<file path="src/isp_pkg.sv">
package isp_pkg;

	localparam int unsigned LANES  = 8;
	localparam int unsigned PIX_W  = 8;
	localparam int unsigned CNT_W  = 4;
	localparam int unsigned RANK_W = $clog2(LANES);

	localparam logic [CNT_W-1:0] CNT_RESET = CNT_W'(LANES);
	localparam logic [CNT_W-1:0] CNT_MIN   = CNT_W'(1);

	typedef logic [PIX_W-1:0]  pix_t;
	typedef logic [CNT_W-1:0]  cnt_t;
	typedef logic [RANK_W-1:0] rank_t;

	typedef pix_t [LANES-1:0] pix_arr_t;

	// per-lane outcome of the ranking stage
	typedef struct packed {
		logic  used;
		rank_t rank;
	} lane_res_t;

	typedef lane_res_t [LANES-1:0] lane_res_arr_t;

	// what the merging stage needs to know about the count
	typedef struct packed {
		rank_t half;
		logic  odd;
	} merge_ctrl_t;

endpackage

</file>
<file path="src/isp_ifs.sv">
interface isp_sample_if;
	logic           valid;
	logic           ready;
	isp_pkg::pix_t  sample_0;
	isp_pkg::pix_t  sample_1;
	isp_pkg::pix_t  sample_2;
	isp_pkg::pix_t  sample_3;
	isp_pkg::pix_t  sample_4;
	isp_pkg::pix_t  sample_5;
	isp_pkg::pix_t  sample_6;
	isp_pkg::pix_t  sample_7;

	modport source (output valid, output sample_0, output sample_1, output sample_2,
		output sample_3, output sample_4, output sample_5, output sample_6,
		output sample_7, input ready);
	modport sink (input valid, input sample_0, input sample_1, input sample_2,
		input sample_3, input sample_4, input sample_5, input sample_6,
		input sample_7, output ready);
endinterface

interface isp_result_if;
	logic          valid;
	logic          ready;
	isp_pkg::pix_t median_value;

	modport source (output valid, output median_value, input ready);
	modport sink (input valid, input median_value, output ready);
endinterface

</file>
<file path="src/isp_lane.sv">
module isp_lane #(
	parameter int unsigned LANE_IDX = 0
) (
	input  isp_pkg::pix_arr_t  samples,
	input  isp_pkg::cnt_t      count,
	output isp_pkg::lane_res_t res
);

	localparam isp_pkg::cnt_t MY_IDX = isp_pkg::CNT_W'(LANE_IDX);

	logic [isp_pkg::LANES-1:0] below;
	isp_pkg::pix_t             mine;

	assign mine = samples[LANE_IDX];

	// stable rank: equal samples are ordered by lane number
	always_comb begin
		for (int j = 0; j < isp_pkg::LANES; j++) begin
			if (j == LANE_IDX) begin
				below[j] = 1'b0;
			end else begin
				below[j] = (isp_pkg::CNT_W'(j) < count) &&
					((samples[j] < mine) || ((samples[j] == mine) && (j < LANE_IDX)));
			end
		end
	end

	always_comb begin
		res.used = MY_IDX < count;
		res.rank = '0;
		for (int j = 0; j < isp_pkg::LANES; j++) begin
			res.rank = res.rank + isp_pkg::RANK_W'(below[j]);
		end
	end

endmodule

</file>
<file path="src/isp_merge.sv">
module isp_merge (
	input  isp_pkg::pix_arr_t      samples,
	input  isp_pkg::lane_res_arr_t lanes,
	input  isp_pkg::merge_ctrl_t   ctrl,
	output isp_pkg::pix_t          median
);

	isp_pkg::pix_t                hi;
	isp_pkg::pix_t                lo;
	isp_pkg::rank_t               half_lo;
	logic [isp_pkg::PIX_W:0]      pair_sum;

	assign half_lo = ctrl.half - isp_pkg::RANK_W'(1);

	// ranks are unique among used lanes, so at most one lane hits each
	always_comb begin
		hi = '0;
		lo = '0;
		for (int i = 0; i < isp_pkg::LANES; i++) begin
			if (lanes[i].used && (lanes[i].rank == ctrl.half)) begin
				hi = hi | samples[i];
			end
			if (lanes[i].used && (lanes[i].rank == half_lo)) begin
				lo = lo | samples[i];
			end
		end
	end

	assign pair_sum = {1'b0, hi} + {1'b0, lo};
	assign median   = ctrl.odd ? hi : pair_sum[isp_pkg::PIX_W:1];

endmodule

</file>
<file path="src/image_stack_pixel_median.sv">
// A transaction reaches result valid through the rank stage, then the merge stage.
// Throughput: one transaction per cycle when not stalled; each lane ranks its sample
// with LANES-1 comparators and a popcount; merge picks the middle sample or pair mean.
// Reset (arst_n low, asynchronous): pipeline emptied, count_q back to 8.
// Stalls on the result side back up through the two stage registers only.
module image_stack_pixel_median (
	input  logic                 clk,
	input  logic                 arst_n,
	input  logic                 cfg_we,
	input  isp_pkg::cnt_t        cfg_wdata,
	isp_sample_if.sink           samples,
	isp_result_if.source         result
);

	isp_pkg::cnt_t          count_q;
	isp_pkg::pix_arr_t      smp_in;
	isp_pkg::lane_res_arr_t lane_res;
	isp_pkg::merge_ctrl_t   ctrl_in;
	isp_pkg::pix_t          median_in;

	logic                   valid_s1;
	isp_pkg::pix_arr_t      smp_s1;
	isp_pkg::lane_res_arr_t lane_res_s1;
	isp_pkg::merge_ctrl_t   ctrl_s1;

	logic                   valid_s2;
	isp_pkg::pix_t          median_s2;

	logic                   adv_s2;
	logic                   adv_s1;

	// count kept already clamped to 1..LANES
	always_ff @(posedge clk or negedge arst_n) begin
		if (!arst_n) begin
			count_q <= isp_pkg::CNT_RESET;
		end else if (cfg_we) begin
			if (cfg_wdata == '0) begin
				count_q <= isp_pkg::CNT_MIN;
			end else if (cfg_wdata > isp_pkg::CNT_RESET) begin
				count_q <= isp_pkg::CNT_RESET;
			end else begin
				count_q <= cfg_wdata;
			end
		end
	end

	assign smp_in[0] = samples.sample_0;
	assign smp_in[1] = samples.sample_1;
	assign smp_in[2] = samples.sample_2;
	assign smp_in[3] = samples.sample_3;
	assign smp_in[4] = samples.sample_4;
	assign smp_in[5] = samples.sample_5;
	assign smp_in[6] = samples.sample_6;
	assign smp_in[7] = samples.sample_7;

	assign ctrl_in.half = count_q[isp_pkg::CNT_W-1:1];
	assign ctrl_in.odd  = count_q[0];

	for (genvar g = 0; g < isp_pkg::LANES; g++) begin : g_lane
		isp_lane #(
			.LANE_IDX(g)
		) u_lane (
			.samples(smp_in),
			.count  (count_q),
			.res    (lane_res[g])
		);
	end

	assign adv_s2        = !valid_s2 || result.ready;
	assign adv_s1        = !valid_s1 || adv_s2;
	assign samples.ready = adv_s1;

	always_ff @(posedge clk or negedge arst_n) begin
		if (!arst_n) begin
			valid_s1 <= 1'b0;
			valid_s2 <= 1'b0;
		end else begin
			if (adv_s1) begin
				valid_s1 <= samples.valid;
			end
			if (adv_s2) begin
				valid_s2 <= valid_s1;
			end
		end
	end

	always_ff @(posedge clk) begin
		if (adv_s1 && samples.valid) begin
			smp_s1      <= smp_in;
			lane_res_s1 <= lane_res;
			ctrl_s1     <= ctrl_in;
		end
		if (adv_s2 && valid_s1) begin
			median_s2 <= median_in;
		end
	end

	isp_merge u_merge (
		.samples(smp_s1),
		.lanes  (lane_res_s1),
		.ctrl   (ctrl_s1),
		.median (median_in)
	);

	assign result.valid        = valid_s2;
	assign result.median_value = median_s2;

endmodule

</file>
<file path="src/flat_wrapper.sv">
// flat-port wrapper written by rule: the top's interface ports become plain ports
module image_stack_pixel_median_flat 
  (clk, arst_n, cfg_we, cfg_wdata, samples_valid, samples_sample_0, samples_sample_1, samples_sample_2, samples_sample_3, samples_sample_4, samples_sample_5, samples_sample_6, samples_sample_7, samples_ready, result_valid, result_median_value, result_ready);
  isp_sample_if samples_i ();
  isp_result_if result_i ();
  input  logic clk;
  input  logic arst_n;
  input  logic cfg_we;
  input  isp_pkg::cnt_t cfg_wdata;
  input wire logic [$bits(samples_i.valid)-1:0] samples_valid;
  input wire logic [$bits(samples_i.sample_0)-1:0] samples_sample_0;
  input wire logic [$bits(samples_i.sample_1)-1:0] samples_sample_1;
  input wire logic [$bits(samples_i.sample_2)-1:0] samples_sample_2;
  input wire logic [$bits(samples_i.sample_3)-1:0] samples_sample_3;
  input wire logic [$bits(samples_i.sample_4)-1:0] samples_sample_4;
  input wire logic [$bits(samples_i.sample_5)-1:0] samples_sample_5;
  input wire logic [$bits(samples_i.sample_6)-1:0] samples_sample_6;
  input wire logic [$bits(samples_i.sample_7)-1:0] samples_sample_7;
  output wire logic [$bits(samples_i.ready)-1:0] samples_ready;
  output wire logic [$bits(result_i.valid)-1:0] result_valid;
  output wire logic [$bits(result_i.median_value)-1:0] result_median_value;
  input wire logic [$bits(result_i.ready)-1:0] result_ready;
  assign samples_i.valid = samples_valid;
  assign samples_i.sample_0 = samples_sample_0;
  assign samples_i.sample_1 = samples_sample_1;
  assign samples_i.sample_2 = samples_sample_2;
  assign samples_i.sample_3 = samples_sample_3;
  assign samples_i.sample_4 = samples_sample_4;
  assign samples_i.sample_5 = samples_sample_5;
  assign samples_i.sample_6 = samples_sample_6;
  assign samples_i.sample_7 = samples_sample_7;
  assign samples_ready = samples_i.ready;
  assign result_valid = result_i.valid;
  assign result_median_value = result_i.median_value;
  assign result_i.ready = result_ready;
  image_stack_pixel_median u_core (.clk(clk), .arst_n(arst_n), .cfg_we(cfg_we), .cfg_wdata(cfg_wdata), .samples(samples_i), .result(result_i));
endmodule
</file>
<file path="config.mk">
export PLATFORM = sky130hd
export DESIGN_NAME = image_stack_pixel_median_flat
export DESIGN_NICKNAME = d
export VERILOG_FILES = /design/src/isp_pkg.sv /design/src/isp_ifs.sv /design/src/isp_lane.sv /design/src/isp_merge.sv /design/src/image_stack_pixel_median.sv /design/src/flat_wrapper.sv
export SDC_FILE = /design/constraint.sdc
export NUM_CORES = 1
export LEC_CHECK = 0
export ABC_AREA = 1
export BUFFER_PORTS_ARGS = -buffer_cell sky130_fd_sc_hd__buf_2
export CORE_MARGIN = 2
export CORE_UTILIZATION = 45
export DETAILED_ROUTE_END_ITERATION = 7
export PLACE_DENSITY = 0.68
export SETUP_SLACK_MARGIN = 0.02
export SKIP_CTS_REPAIR_TIMING = 1
export SLEW_MARGIN = 15
export SYNTH_ARGS = -nofsm -noshare
export SYNTH_HDL_FRONTEND = slang
export SYNTH_SLANG_ARGS = --single-unit
</file>
<file path="constraint.sdc">
create_clock -name clk -period 4.7 [get_ports clk]
set_input_delay 0.47 -clock clk [delete_from_list [all_inputs] [get_ports clk]]
set_output_delay 0.47 -clock clk [all_outputs]
set_load 0.05 [all_outputs]
</file>
==> summary.txt <==
Setup path
  • CP startpoint kind: input pin
  • Kind of critical path: input pin to flop
  • R2R depth: 19
  • RR Startpoint: u_core.ctrl_s1[2]
  • RR Endpoint: u_core.result.median_value[7]
  • Peak fanout along the critical path: 5
  • Arrival @ worst endpoint: 4.67 ns
  • WP data required: 4.89 ns
  • CP endpoint kind: flop
  • Reg2reg setup slack: 0.57 ns

Power
  • Sw power: 2.29 mW
  • Switching Share: 43.8%
  • Worst vdd ir: around 0.35 mV
  • Cell Pwr Density: 391 mW/mm²
  • Leakage: 6.58 nW
  • P_int: 2.94 mW
  • Comb pwr share: a little under half
  • Seq pwr share: 29.1%
  • Total power: 5.24 mW
  • Clk network pwr share: 23.9%

Synthesis
  • Yosys warning total: 0
  • Mapped Area: between 0.01 and 0.015 mm²
  • Synth Area per Inst: 8.49 µm²
  • Asr flop ratio synth: 5.31%
  • EDFF count, synth: between 100 and 150
  • Synth unique cells: 46
  • Mapped Cells: 1394
  • Sequential area share after synthesis: 28.4%
  • Most common flop cell mapped by yosys: edfxtp_1
  • #FFs+latches synth: approximately 110
  • Mapped Nets: 1744

Drt
  • DR vias: 10700
  • Post-route ant nets: 0
  • Total routed wirelength: 41.2 mm
  • Post-route DRC: 0
  • DRT iter0 DRCs: just under 1000
  • First-pass DRT Iterations: 7
  • Via-to-Cell Ratio: 5.74
  • Routed len/inst: 22.1 µm

Clock network
  • Longest Clk Path Bufs: 2
  • Root Buffer: clkbuf_16
  • Htree depth: 4
  • CTS tree: built
  • CTS sink cnt: roughly 110
  • Reg clk slew, reported paths: 0.07 ns
  • Worst-Skew Late Latency: 0.43 ns
  • CTS buffer count: 17

Layout
  • Ratio of cells with drive above 1 in the final layout: 12.3%
  • Nets@finish: 1870
  • Antenna cells: 0
  • Area Overhead vs Synth: 13.3%

Place
  • GPL Wtd Cong: 0.994
  • DPL Wire Length: 34.7 mm
  • Port bufs: 82

Floorplan
  • Die Area: 0.0276 mm²
  • Die height: between 150 and 200 µm
  • Row cnt: 59
  • Initial Util: between 40 and 50%
  • Die width: 166 µm
  • # IOs: 83
  • Core area: about 0.026 mm²

GRT
  • Vias in the first global route: approximately 10000
  • Initial antenna violation count: 0
  • Total GRT Usage: 29.8%
  • Total grt overflow: 0
  • Pin count of the biggest net entering global routing: 71
  • Global-route wire length before repair: 61.7 mm

STA
  • Final Hold Vio Count: 0
  • Slew headroom: 39.3%
  • Slew @ Worst Pin: 0.910 ns
  • RSZ-0062 raised after global routing: no
  • F_max: ~220 MHz
  • Period utilization: 95.2%
  • Worst hold slack: between 0.2 and 0.3 ns
  • Setup violations, final: 0
  • Max-slew violation count: 0
  • Skew final: 0.0128 ns
  • Fin crit period: 4.47 ns

Min path
  • WHS Path Cells: 2
  • Worst Hold Launch: cfg_we
  • Hold EP: u_core.count_q[1]
  • Min-delay worst type: input pin to flop

Flow run
  • Max Cap Viol: 0

Run status
  • Outcome: complete, no violations
## metal layers
metal	wire [µm]	GRT usage [%]	share of wire [%]	up-vias
li1	-	-	-	5081
met1	17200	38.8	42	5035
met2	18900	48.3	46	498
met3	2840	4.22	6.9	105
met4	2260	15.9	5.5	0
met5	0	0	0	-
## power by group through the flow
stage	clock network (mW)	logic, mW	registers [mW]
after global routing	1.31	2.75	1.53
final	1.25	2.46	1.52
after floorplan	0	1.59	1.60
after global placement	0	2.38	1.54
after CTS	1.26	2.44	1.52
after detailed placement	0	2.43	1.54
## sequential cells by signal, indices dropped and copies added (netlist names)
register	count
u_core.count_q	4
u_core.ctrl_s1	4
u_core.lane_res_s1	31
u_core.result.median_value	8
u_core.result.valid	1
u_core.smp_s1	64
u_core.valid_s1	1
## logic make-up (layout without fill, tap and decap cells)
kind of cell,after synthesis,after routing,synth area share [%]
and+or+nand+nor,484,484,18.0
adders and majority gates,277,277,31.0
AOI/OAI and AO/OA,258,258,12.9
DFF,113,113,28.4
buffers and inverters,237,376,7.88
xor gates and xnor gates,25,25,1.85
## per-stage QoR
stage,std cells,util [%],instance area [µm²],setup slack (ns),setup TNS (ns)
2_1_floorplan,1394,-,11800,0.728,0
3_3_place_gp,1835,49.5,12800,-0.200,-0.393
3_5_place_dp,1835,49.5,12800,-0.172,-0.337
4_1_cts,1867,51.7,13400,0.296,0
5_1_grt,1868,51.7,13400,0.122,0
6_report,1868,51.7,13400,0.225,0
## area by class of cell
type	count	area [µm²]
Fill cell	2397	12500
Multi-Input combinational cell	1044	7540
Sequential cell	113	3360
Inverter	229	862
Timing Repair Buffer	115	661
Clock buffer	17	425
Tap cell	335	419
Clock inverter	15	139
## layout by cell type, fill, tap and decap left out, types with 5 or more instances in the layout
cell	Yosys	layout
a21oi_1	112	112
a221oi_1	14	14
buf_2	0	82
buf_4	3	32
clkbuf_16	0	17
dfrtp_1	5	5
edfxtp_1	107	107
fa_1	27	27
ha_1	250	250
inv_1	224	223
inv_2	5	5
inv_6	0	5
inv_8	0	5
nand2_1	237	237
nand2_2	8	8
nand3_1	92	92
nand4_1	11	11
nor2_1	102	102
nor4b_1	6	6
o211ai_1	29	29
o21ai_0	69	69
o21ai_1	6	6
o22ai_1	7	7
or2_2	8	8
xnor2_1	15	15
xor2_1	10	10
## how the worst max path moves through the flow
stage                   startpoint                      to  depth (start not counted)
4_1_cts        samples_sample_4[3]  u_core.lane_res_s1[17]                         19
2_1_floorplan  samples_sample_2[1]   u_core.lane_res_s1[1]                         19
5_1_grt        samples_sample_4[3]  u_core.lane_res_s1[18]                         19
3_3_place_gp   samples_sample_4[3]  u_core.lane_res_s1[17]                         19
3_5_place_dp   samples_sample_4[3]  u_core.lane_res_s1[17]                         19
6_report       samples_sample_4[3]  u_core.lane_res_s1[17]                         19
## synth_stat cells, types with 6 or more instances
cell type	count	area (µm²)
ha_1	250	3130
nand2_1	237	890
inv_1	224	841
a21oi_1	112	561
edfxtp_1	107	3210
nor2_1	102	383
nand3_1	92	460
o21ai_0	69	345
o211ai_1	29	218
fa_1	27	541
xnor2_1	15	131
a221oi_1	14	123
nand4_1	11	68.8
xor2_1	10	87.6
nand2_2	8	50.1
or2_2	8	50.1
o22ai_1	7	43.8
nor4b_1	6	52.6
o21ai_1	6	30.0
## critical path, cell delays in order
cell and delay (ns):
buf_2 0.18, inv_1 0.13, ha_1 0.33, nand2_1 0.09, inv_1 0.04, a221oi_1 0.56
o21ai_0 0.15, a21oi_1 0.44, nor2_1 0.12, nor2_1 0.12, ha_1 0.14, inv_1 0.06
fa_1 0.53, inv_1 0.06, fa_1 0.53, ha_1 0.14, inv_1 0.05, fa_1 0.48
inv_1 0.04
No activity file was read; power rests on OpenSTA's default activity.
